==> config.mk <==
export PLATFORM = sky130hd
export DESIGN_NAME = pvs_fifo
export DESIGN_NICKNAME = d
export VERILOG_FILES = /design/src/rtl/pvs_fifo.sv
export SDC_FILE = /design/constraint.sdc
export NUM_CORES = 1
export LEC_CHECK = 0
export CAP_MARGIN = 10
export CORE_MARGIN = 2
export CORE_UTILIZATION = 60
export DETAILED_ROUTE_END_ITERATION = 8
export DONT_BUFFER_PORTS = 1
export GPL_ROUTABILITY_DRIVEN = 0
export PLACE_DENSITY = 0.76
export REMOVE_ABC_BUFFERS = 1
export SYNTH_ARGS = -nofsm -noshare
export SYNTH_HDL_FRONTEND = slang
export SYNTH_SLANG_ARGS = --single-unit
==> constraint.sdc <==
create_clock -name clk -period 3.5 [get_ports clk]
set_clock_uncertainty 0.05 [all_clocks]
set_input_delay 0.35 -clock clk [delete_from_list [all_inputs] [get_ports clk]]
set_output_delay 0.35 -clock clk [all_outputs]
set_load 0.01 [all_outputs]
==> src/rtl/pvs_fifo.sv <==
// Short job queue between the front end and the back end.
`default_nettype none
module pvs_fifo #(
  parameter int WIDTH = 8
) (
  input  wire logic             clk,
  input  wire logic             rst,
  input  wire logic             wr_valid,
  output logic                  wr_ready,
  input  wire logic [WIDTH-1:0] wr_data,
  output logic                  rd_valid,
  input  wire logic             rd_ready,
  output logic [WIDTH-1:0]      rd_data
);
  logic [WIDTH-1:0] mem [2];
  logic             wp, rp;
  logic [1:0]       fill;

  assign wr_ready = (fill != 2'd2);
  assign rd_valid = (fill != 2'd0);
  assign rd_data  = mem[rp];

  always_ff @(posedge clk) begin
    if (wr_valid && wr_ready) mem[wp] <= wr_data;
  end

  always_ff @(posedge clk) begin
    if (rst) begin
      wp <= 1'b0; rp <= 1'b0; fill <= 2'd0;
    end else begin
      if (wr_valid && wr_ready) wp <= !wp;
      if (rd_valid && rd_ready) rp <= !rp;
      fill <= fill + {1'b0, wr_valid && wr_ready} - {1'b0, rd_valid && rd_ready};
    end
  end

  a_no_overflow: assert property (@(posedge clk) disable iff (rst) fill != 2'd3)
    else $error("queue fill out of range");
  a_empty_no_read: assert property (@(posedge clk) disable iff (rst)
    (fill == 2'd0) |-> !rd_valid) else $error("read valid on empty queue");
  a_full_no_write: assert property (@(posedge clk) disable iff (rst)
    (fill == 2'd2) |-> !wr_ready) else $error("write ready on full queue");

endmodule : pvs_fifo
`default_nettype wire

==> impl_results.md <==
* Sum of negative setup slack at 0 ps
* Total Wirelength at 1.281 mm
* RSZ-0062 raised after global routing: false
* Pins over their slew limit at 0
* Post-synth EDFFs at 16
* Max_slew headroom at 70.78%
* Hold-fix buffers, CTS at 0
* Final net count at 71
* First DRT Iteration DRCs at 6
* Syn Std Cell Area at 832.0 µm²
* Placed Area at 845.8 µm²
* Initial antenna violation count at 0
* Most instantiated cells after synthesis: edfxtp_1, mux2_2, dfxtp_1
* # DRC at 0
* Max IR drop VDD at 0.0003945 V
* Top delay family on crit path: flip-flops
* CP max-delay cell: dfxtp_1
* GR Overflow Total at 0
* Most common cell in the synthesized netlist: edfxtp_1
* Inserted Clock Buffers at 3
* # port buffers at 0
* Buf+Inv Stages, Crit Path at 0
* Std-Cell Rows at 13
* Post-Syn Instances at 54
* Die height at 41.24 µm
* ANT cells at 0
* Final hold vios at 0
* Fin area at about 870 µm²
* Layout cells sized above 1 at 24.56%
* Antenna Nets Post-Route at 0
* Clock sinks at 21
* Crit. End Element: output pin
* PostCTS Resize Cnt at 0
* Crit path time final at 1618 ps
* Wire length of the first global-routing pass at 1.697 mm
* Yosys cell types at 23
* Hpwl dp at 991.7 µm
* Worst slew pin tran at about 430 ps
* Top-area cell type share of the netlist area at 57.74%
* Clk root buf: clkbuf_4
* Largest cells by area after synthesis: edfxtp_1, dfxtp_1, mux2_2
* Leak Pwr at 0.3091 nW
* Synth Area per Inst at 15.41 µm²
* Longest Clk Path Bufs at 2
* Initial core utilization at between 60% and 70%
* Die Width at 41.24 µm
* Placeable Area at 0.001301 mm²
* Fmax at 618.0 MHz
* First-pass DRT Iterations at 4
* Synth Register Bits at 21
* FILL cells at between 90 and 100
* Area leader, netlist: edfxtp_1
* Die Area at between 0.0015 and 0.002 mm²
* Pwr Density at 635.6 mW/mm²
* CTS tree: done
* Dominant synthesized flop cell: edfxtp_1
* Clock latency on the worst-skew pair at 280 ps
* Tcrit/Tclk final at 46.23%
* Worst stage delay on the critical path at approximately 530 ps
* Synth async-reset ratio at 0%
* Clock transition at path regs at about 100 ps
* Crit-path cells: mux2_2
* # Max-Cap Violations at 0
* CP required at 3100 ps
* Crit Path Class: reg -> out
* Max Fanout on Critical Path at 8
* All-Layer GR Usage at 16.61%
* Status: completed
* I/O Pins at 22
* Final setup vio count at 0
* Vias per inst at 6.069
* Mean routed wirelength per cell at between 15 and 20 µm
* Number of global-route vias before repair at approximately 440
* H-tree Lvls at 1
* Sequential area share after synthesis at 69.77%
* Via count at 437
* Largest net degree at the start of global routing at 12
* Worst Setup Start Kind: flip-flop
* Warnings from Yosys at 0
* Crit path DAT at 1220 ps
* Hold Crit Class: in -> reg
* Post-CTS Setup Repair Bufs at 0
* Area growth syn-to-layout at 4.812%
[final cells by class]
type	count	area [µm²]	area share, %
multi-input combinational	31	242.7	27.83
inverter	1	3.754	0.4304
sequential	21	580.6	66.57
tap	15	18.77	2.152
clock buffer	4	26.28	3.013
[cell families (layout without fill, tap and decap cells)]
group	count (synthesis)	in the layout	synth area share [%]
DFF	21	21	69.77
and+or+nand+nor	15	15	10.53
muxes	8	8	10.83
AOI/OAI and AO/OA	6	6	5.263
buffers and inverters	2	5	1.052
adders and majority gates	1	1	1.504
xor gates and xnor gates	1	1	1.053
[per-stage QoR]
stage / hold slack (ps) / util [%] / setup WS (ps) / total power [mW] / cells
after CTS: 60.37 / 67.02 / 1865 / 0.5603 / 72
final: 71.45 / 67.02 / 1882 / 0.5543 / 72
after floorplan: 369.1 / - / 2101 / 0.4286 / 53
after detailed placement: 372.4 / 65.00 / 1969 / 0.4557 / 68
after global routing: 51.31 / 67.02 / 1797 / 0.5845 / 72
after global placement: 372.8 / 65.00 / 2087 / 0.4411 / 68
[routing by layer]
layer | up-vias | share of wire (%) | GRT usage, %
met1 | 207 | 35 | 13.26
met3 | 4 | 7.2 | 5.435
met5 | - | 0 | 0
li1 | 210 | - | -
met2 | 16 | 56 | 33.20
met4 | 0 | 1.9 | 9.677
[where the power goes]
part / internal (mW) / switching (mW) / leakage (nW)
registers: 0.305 / 0.0270 / 0.191
logic: 0.0573 / 0.0609 / 0.103
clock network: 0.0441 / 0.0603 / 0.0150
[worst paths after layout]
path | depth (start not counted) | slack (ps) | end | from
max reg2reg | 6 | 1930 | fill[1] | fill[1]
min | 1 | 70 | wp | rst
min reg2reg | 2 | 520 | rp | rp
max | 1 | 1880 | rd_data[3] | flip-flop
[layout by cell type (no fill, tap or decap), types with 2 or more instances in the layout]
cell	count
mux2_2	8
clkbuf_4	3
nor2_1	4
edfxtp_1	16
dfxtp_1	5
o21ai_0	2
and3_1	2
[flip-flops by register name, summed over array words and instances, names as in the netlist, named ones only]
register / cells
fill: 2
rp: 1
wp: 1
mem: 16
Power figures use the tool's default switching activity.
