[src/rtl/pvs_pkg.sv]
// Shared constants of the polygon vertex smoother.
`default_nettype none
package pvs_pkg;

  localparam int CoordBitsDefault    = 16;
  localparam int FractionBitsDefault = 4;
  localparam int AlphaMaxBits        = 10;
  localparam int AlphaBits           = 9;
  localparam logic [AlphaBits-1:0] AlphaFull = 9'd341;
  localparam logic [AlphaBits-1:0] AlphaLow  = 9'd141;
  localparam logic [AlphaBits-1:0] AlphaHigh = 9'd256;
  localparam logic [AlphaMaxBits-1:0] AlphaMaxReset = 10'd256;

endpackage : pvs_pkg
`default_nettype wire

[src/rtl/pvs_back.sv]
// Back end: cross product, serial alpha divider, interpolation and output register.
`default_nettype none
module pvs_back #(
  parameter int COORD_BITS    = pvs_pkg::CoordBitsDefault,
  parameter int FRACTION_BITS = pvs_pkg::FractionBitsDefault
) (
  input  wire logic                                clk,
  input  wire logic                                rst,
  input  wire logic [pvs_pkg::AlphaMaxBits-1:0]    alpha_max,
  input  wire logic                                job_valid,
  output logic                                     job_ready,
  input  wire logic [6*COORD_BITS+2-1:0]           job_data,
  output logic                                     out_valid,
  input  wire logic                                out_ready,
  output logic [6*COORD_BITS+pvs_pkg::AlphaBits+3-1:0] out_word
);
  import pvs_pkg::*;

  localparam int CW = COORD_BITS;
  localparam int DW = CW + 1;                 // difference width
  localparam int PW = 2 * DW;                 // product width
  localparam int XW = PW + 1;                 // cross width
  localparam int TW = DW + 1 + FRACTION_BITS; // denominator width
  localparam int NB = 52;                     // cross kept below 2^NB for the divide
  localparam int DB = (XW < NB) ? XW : NB;    // bits of the cross at the divider
  localparam int NW = DB + 14;
  localparam int QB = 11;                     // quotient bits (quotient <= 341)
  localparam int LW = 10;                     // lambda factor 256+a

  localparam logic [3:0] S_IDLE = 4'd0, S_MUL = 4'd1, S_CROSS = 4'd2,
                         S_NORM = 4'd3, S_DIV = 4'd4, S_DEC = 4'd5,
                         S_LA = 4'd6, S_LB = 4'd7, S_LC = 4'd8, S_LD = 4'd9,
                         S_OUT = 4'd10;

  logic [3:0]    state;
  logic [CW-1:0] ix, iy, jx, jy, kx, ky;
  logic          jdeg, jlast;
  logic signed [DW-1:0] x1, y1, x2, y2;
  logic signed [PW-1:0] pa, pb;
  logic [XW-1:0] dmag;
  logic [TW-1:0] tval;
  logic [NW-1:0] rem, divisor;
  logic [QB-1:0] quo;
  logic [3:0]    qcnt;
  logic [AlphaBits-1:0] alpha;
  logic          is_curve;
  logic [LW-1:0] lam;
  logic signed [CW-1:0] ax, ay, bx, by, ex, ey;

  function automatic logic signed [CW-1:0] sat(input logic signed [CW+LW+2:0] v);
    logic signed [CW+LW+2:0] hi, lo;
    hi = (CW+LW+3)'({1'b0, {(CW-1){1'b1}}});
    lo = -hi - (CW+LW+3)'(1);
    if (v > hi) sat = {1'b0, {(CW-1){1'b1}}};
    else if (v < lo) sat = {1'b1, {(CW-1){1'b0}}};
    else sat = v[CW-1:0];
  endfunction

  // from + floor(((256+a)*(to-from)+256)/512)
  function automatic logic signed [CW-1:0] lerp(input logic signed [CW-1:0] f,
      input logic signed [CW-1:0] t, input logic [LW-1:0] l);
    logic signed [CW+LW+2:0] p;
    p = $signed({1'b0, l}) * ((CW+LW+3)'(t) - (CW+LW+3)'(f)) + (CW+LW+3)'(256);
    lerp = sat((CW+LW+3)'(f) + (p >>> 9));
  endfunction

  logic signed [CW+LW+2:0] mid_x, mid_y;
  assign mid_x = ((CW+LW+3)'($signed(jx)) + (CW+LW+3)'($signed(kx))
                  + (CW+LW+3)'(1)) >>> 1;
  assign mid_y = ((CW+LW+3)'($signed(jy)) + (CW+LW+3)'($signed(ky))
                  + (CW+LW+3)'(1)) >>> 1;

  logic [DW-1:0] adx, ady;
  assign adx = x2[DW-1] ? DW'(-x2) : DW'(x2);
  assign ady = y2[DW-1] ? DW'(-y2) : DW'(y2);

  logic signed [XW-1:0] crs;
  assign crs = XW'(pa) - XW'(pb);

  logic [NW:0] trial;
  assign trial = {rem, 1'b0} - {1'b0, divisor};

  assign job_ready = (state == S_IDLE);

  always_ff @(posedge clk) begin
    if (rst) begin
      state <= S_IDLE;
      out_valid <= 1'b0;
    end else begin
      if (state == S_LD && (!out_valid || out_ready)) out_valid <= 1'b1;
      else if (out_ready) out_valid <= 1'b0;
      case (state)
        S_IDLE: if (job_valid) begin
          {jlast, jdeg, ky, kx, jy, jx, iy, ix} <= job_data;
          state <= S_MUL;
        end
        S_MUL: begin
          x1 <= DW'($signed(jx)) - DW'($signed(ix));
          y1 <= DW'($signed(jy)) - DW'($signed(iy));
          x2 <= DW'($signed(kx)) - DW'($signed(ix));
          y2 <= DW'($signed(ky)) - DW'($signed(iy));
          state <= jdeg ? S_OUT : S_CROSS;
        end
        S_CROSS: begin
          pa <= x1 * y2;
          pb <= x2 * y1;
          tval <= TW'({1'b0, adx} + {1'b0, ady}) << FRACTION_BITS;
          state <= S_NORM;
        end
        S_NORM: begin
          dmag <= crs[XW-1] ? XW'(-crs) : XW'(crs);
          state <= S_DIV;
          qcnt <= 4'd0;
        end
        S_DIV: begin
          if (qcnt == 4'd0) begin
            if (tval == '0) begin
              alpha <= AlphaFull; state <= S_DEC;
            end else if (dmag <= XW'(tval)) begin
              alpha <= '0; state <= S_DEC;
            end else begin
              quo <= '0;
              qcnt <= 4'd1;
            end
          end else if (qcnt == 4'd1) begin
            // halve D and T together until D drops below 2^NB
            if ((dmag >> NB) != '0) begin
              dmag <= dmag >> 1;
              tval <= tval >> 1;
            end else begin
              // alpha = floor((2048(D-T)+3D)/(6D))
              rem <= (NW'(dmag - XW'(tval)) << 11) + NW'(dmag) * NW'(3);
              divisor <= NW'(dmag) * NW'(6);
              qcnt <= 4'd2;
            end
          end else begin
            // one quotient bit per cycle, restoring
            if (qcnt == 4'd2) begin
              quo <= '0;
              divisor <= divisor << QB;
              qcnt <= 4'd3;
              lam <= LW'(QB);
            end else begin
              if (!trial[NW]) begin
                rem <= trial[NW-1:0];
                quo <= {quo[QB-2:0], 1'b1};
              end else begin
                rem <= {rem[NW-2:0], 1'b0};
                quo <= {quo[QB-2:0], 1'b0};
              end
              lam <= lam - LW'(1);
              if (lam == LW'(1)) begin
                state <= S_DEC;
                qcnt <= 4'd15;
              end
            end
          end
        end
        S_DEC: begin
          logic [AlphaBits-1:0] a;
          a = (qcnt == 4'd15) ? AlphaBits'(quo) : alpha;
          if ({1'b0, a} >= alpha_max) begin
            is_curve <= 1'b0;
            alpha <= a;
          end else begin
            is_curve <= 1'b1;
            alpha <= (a < AlphaLow) ? AlphaLow : (a > AlphaHigh) ? AlphaHigh : a;
          end
          ex <= sat(mid_x);
          ey <= sat(mid_y);
          state <= S_LA;
        end
        S_LA: begin lam <= LW'(AlphaHigh) + LW'(alpha); state <= S_LB; end
        S_LB: begin ax <= lerp(ix, jx, lam); ay <= lerp(iy, jy, lam); state <= S_LC; end
        S_LC: begin bx <= lerp(kx, jx, lam); by <= lerp(ky, jy, lam); state <= S_LD; end
        S_LD: if (!out_valid || out_ready) begin
          if (jdeg) begin
            out_word <= {1'b1, 1'b1, {AlphaBits{1'b0}}, {(6*CW){1'b0}}, 1'b0};
          end else if (is_curve) begin
            out_word <= {jlast, 1'b0, alpha, ey, ex, by, bx, ay, ax, 1'b1};
          end else begin
            out_word <= {jlast, 1'b0, alpha, ey, ex, jy, jx, {(2*CW){1'b0}}, 1'b0};
          end
          state <= S_IDLE;
        end
        S_OUT: state <= S_LD;
        default: state <= S_IDLE;
      endcase
    end
  end

  a_hold: assert property (@(posedge clk) disable iff (rst)
    (state != S_IDLE) |-> !job_ready) else $error("job taken while busy");
  a_alpha: assert property (@(posedge clk) disable iff (rst)
    (state == S_LA) |-> (alpha <= AlphaFull)) else $error("alpha out of range");
  a_div_end: assert property (@(posedge clk) disable iff (rst)
    (state == S_DIV && qcnt >= 4'd3) |-> (lam != '0)) else $error("divider overrun");

endmodule : pvs_back
`default_nettype wire
[config.mk]
export PLATFORM = sky130hd
export DESIGN_NAME = pvs_back
export DESIGN_NICKNAME = d
export VERILOG_FILES = /design/src/rtl/pvs_pkg.sv /design/src/rtl/pvs_back.sv
export SDC_FILE = /design/constraint.sdc
export NUM_CORES = 2
export LEC_CHECK = 0
export ABC_AREA = 1
export ABC_CLOCK_PERIOD_IN_PS = 14200
export BUFFER_PORTS_ARGS = -buffer_cell sky130_fd_sc_hd__clkbuf_2
export CAP_MARGIN = 20
export CORE_MARGIN = 3
export CORE_UTILIZATION = 25
export DETAILED_ROUTE_END_ITERATION = 6
export HOLD_SLACK_MARGIN = 0.1
export PLACE_DENSITY_LB_ADDON = 0.25
export SLEW_MARGIN = 30
export SYNTH_ARGS = -nofsm -noshare
export SYNTH_HDL_FRONTEND = slang
export SYNTH_SLANG_ARGS = --single-unit
[constraint.sdc]
create_clock -name clk -period 14.2 [get_ports clk]
set_input_delay 2.84 -clock clk [delete_from_list [all_inputs] [get_ports clk]]
set_output_delay 2.84 -clock clk [all_outputs]
set_load 0.03 [all_outputs]
==> flow_summary_export.csv <==
group,metric,value,unit
setup_path,crit_fanout,15,
run,max_cap_violations,0,
setup_path,critical_path.startpoint_type,"flop",
detailed_routing,drc,0,
hold_path,hp-class,"reg -> reg",
yosys,synth_top_cell_by_area,"fa_1",
timing,final.setup_skew,0.09835,ns
cells_and_area,area_growth,10.64,%
timing,fmaxAchievable,100.1,MHz
cells_and_area,final_nets,14170,
timing,setup_viol_count_final,0,
clock_network,clock_path_buffers,4,
cells_and_area,drive_above_1_share,5.685,%
placed_design,port_buffers,221,
setup_path,timing.rr.end,"bx[5]",
global_route,antenna_found_initial,17,
yosys,synth_area_leaders,"fa_1 26%, edfxtp_1 20%, ha_1 12%",
timing,period_share,70.38,%
yosys,synth_edf_count,620,
global_route,grt_remaining_overflow,0,
floorplan,die_area,0.3877,mm2
placed_design,dp_hpwl,257.1,mm
placed_design,place.gp.congestion,0.9068,
setup_path,r2r-start,"jx[2]",
timing,worst_slew_pin_slew,1.074,ns
yosys,syn_area,0.09506,mm2
yosys,yosysSeqAreaShare,19.69,%
setup_path,cp_data_required_time,14.73,ns
floorplan,num_rows,225,
hold_path,hold_end,"out_word[107]",
clock_network,cts.sink_count,625,
setup_path,r2r_cells,38,
floorplan,coreArea,0.3772,mm2
clock_network,cts_setup_buffers,0,
clock_network,root_buffer,"clkbuf_16",
setup_path,critPathMaxStageDelay,0.68,ns
global_route,grt_max_degree,109,
yosys,syn-mean-instance-area,8.054,um2
setup_path,crit_slowest_cell,"xor2_1",
yosys,ys_warn_count,0,
detailed_routing,first_pass_iters,5,
yosys,async_flop_share,0,%
timing,grt_setup_unrepaired,"false",
setup_path,endpoint_kind,"flop",
setup_path,worstPathArrival,10.52,ns
clock_network,clk_pin_slew_worst_paths,0.06,ns
hold_path,min_from,"jlast",
placed_design,place_ws,4.388,ns
timing,hold_violations,0,
detailed_routing,wl,309.2,mm
floorplan,die_h,622.7,um
clock_network,cts_resized,0,
timing,min_period,9.993,ns
yosys,syn_inst,11800,
detailed_routing,num_vias,74480,
timing,worst_slack,4.207,ns
yosys,synth_ff_type,"edfxtp_1",
global_route,grt_pass1_wl,477.0,mm
detailed_routing,avgViaCountPerCell,4.383,
timing,maxSlewViolCount,0,
detailed_routing,drtIter0Drc,4585,
floorplan,die_w,622.7,um
yosys,synth_top_area_share,25.90,%
outcome,status,"finished, final reports clean",
detailed_routing,ant_nets,0,
global_route,grt_pass1_vias,77690,
clock_network,cts_buffers,88,
floorplan,initial_core_util,25.20,%
cells_and_area,final_common_cell,"inv_1",
floorplan,num_io_pins,222,
setup_path,reg2reg_slack,4.21,ns
clock_network,clock_latency,0.83,ns
setup_path,path_class,"reg -> reg",
clock_network,holdBufCountCts,0,
hold_path,hold_path_depth,1,
setup_path,crit_top_cell,"nand2_1",
timing,setup_tns,0,ns
clock_network,cts_tree,"done",
cells_and_area,layout_common_cells,"2,741 x inv_1, 2,455 x nand2_1, 1,229 x fa_1, 989 x nor2_1, 894 x ha_1",
yosys,synth_seq_cells,625,
global_route,track_usage,15.89,%
clock_network,htree_num_levels,3,
timing,slew_headroom,28.39,%
detailed_routing,wire_per_inst,18.19,um
yosys,synth_cell_types,73,
yosys,synth_fp_nets,14040,
## how the worst max path moves through the flow
| stage | startpoint | endpoint |
|---|---|---|
| floorplan | rst | out_word[0] |
| global placement | jx[2] | bx[0] |
| detailed placement | jy[1] | ay[6] |
| CTS | jy[1] | ay[9] |
| global route | jx[2] | bx[13] |
| finish | jx[2] | bx[5] |
## sequential cells by signal, indices dropped and copies added (netlist names), 17 cells and up
| signal | cells |
|---|---|
| y2 | 17 |
| y1 | 17 |
| pb | 34 |
| x2 | 17 |
| dmag | 35 |
| out_word | 108 |
| pa | 34 |
| rem | 49 |
| tval | 18 |
| divisor | 48 |
| x1 | 17 |
## layout make-up
type | instances | area (um2)
Tap cell | 4994 | 6248
Fill cell | 41300 | 272100
Sequential cell | 625 | 18720
Antenna cell | 3 | 7.507
Clock inverter | 58 | 669.4
Timing Repair Buffer | 322 | 1964
Multi-Input combinational cell | 8124 | 64920
Inverter | 2769 | 10390
Clock buffer | 98 | 2261
## routing by layer
metal	vias to the layer above	wire length (um)	track usage, %
met2	1358	145200	26.98
met3	330	10670	1.391
met4	2	11470	5.180
met5	-	13	0
met1	36200	141800	21.23
li1	36590	-	-
## stage by stage
step                      hold slack [ns]  instances  utilization [%]  instance area, um2
final                              0.5034      16990            27.88              105200
after CTS                          0.5030      16990            27.87              105100
after detailed placement           0.4881      16830            27.09              102200
after floorplan                    0.4244      11800                -               95060
after global routing               0.5283      16990            27.88              105200
after global placement             0.4814      16820            27.04              102000
## worst max-delay path: cells and delay by family (launching register included)
kind | cells | cell delay, ns
AO/OA/AOI/OAI | 11 | 2.27
XOR/XNOR | 3 | 1.19
adder cells (fa/ha/maj) | 8 | 3.48
buffers and inverters | 6 | 0.65
flip-flops | 1 | 0.48
AND/OR/NAND/NOR | 10 | 1.62
## logic make-up (layout without fill, tap and decap cells)
| group | after synthesis | after routing | share of synthesized area (%) |
|---|---|---|---|
| compound gates | 1331 | 1331 | 7.985 |
| xor+xnor | 484 | 484 | 4.499 |
| fa+ha+maj | 2124 | 2124 | 37.67 |
| buf+inv | 3055 | 3247 | 12.17 |
| flops | 625 | 625 | 19.69 |
| other cells | 0 | 3 | 0 |
| simple gates | 4185 | 4185 | 17.99 |
## Yosys cell counts, types with 27 or more instances
master	number
a21o_1	49
a21oi_1	600
a31oi_1	45
buf_1	35
clkbuf_1	222
edfxtp_1	620
fa_1	1230
ha_1	894
inv_1	2744
nand2_1	2455
nand2_2	29
nand3_1	319
nand4_1	68
nor2_1	997
nor3_1	110
nor4_1	36
o211ai_1	38
o21ai_0	358
o21ai_1	27
o21bai_1	53
or2_2	80
xnor2_1	171
xor2_1	308
Power is not shown: default switching activity piles up to over one toggle a cycle in this logic, so the estimate is an artifact.
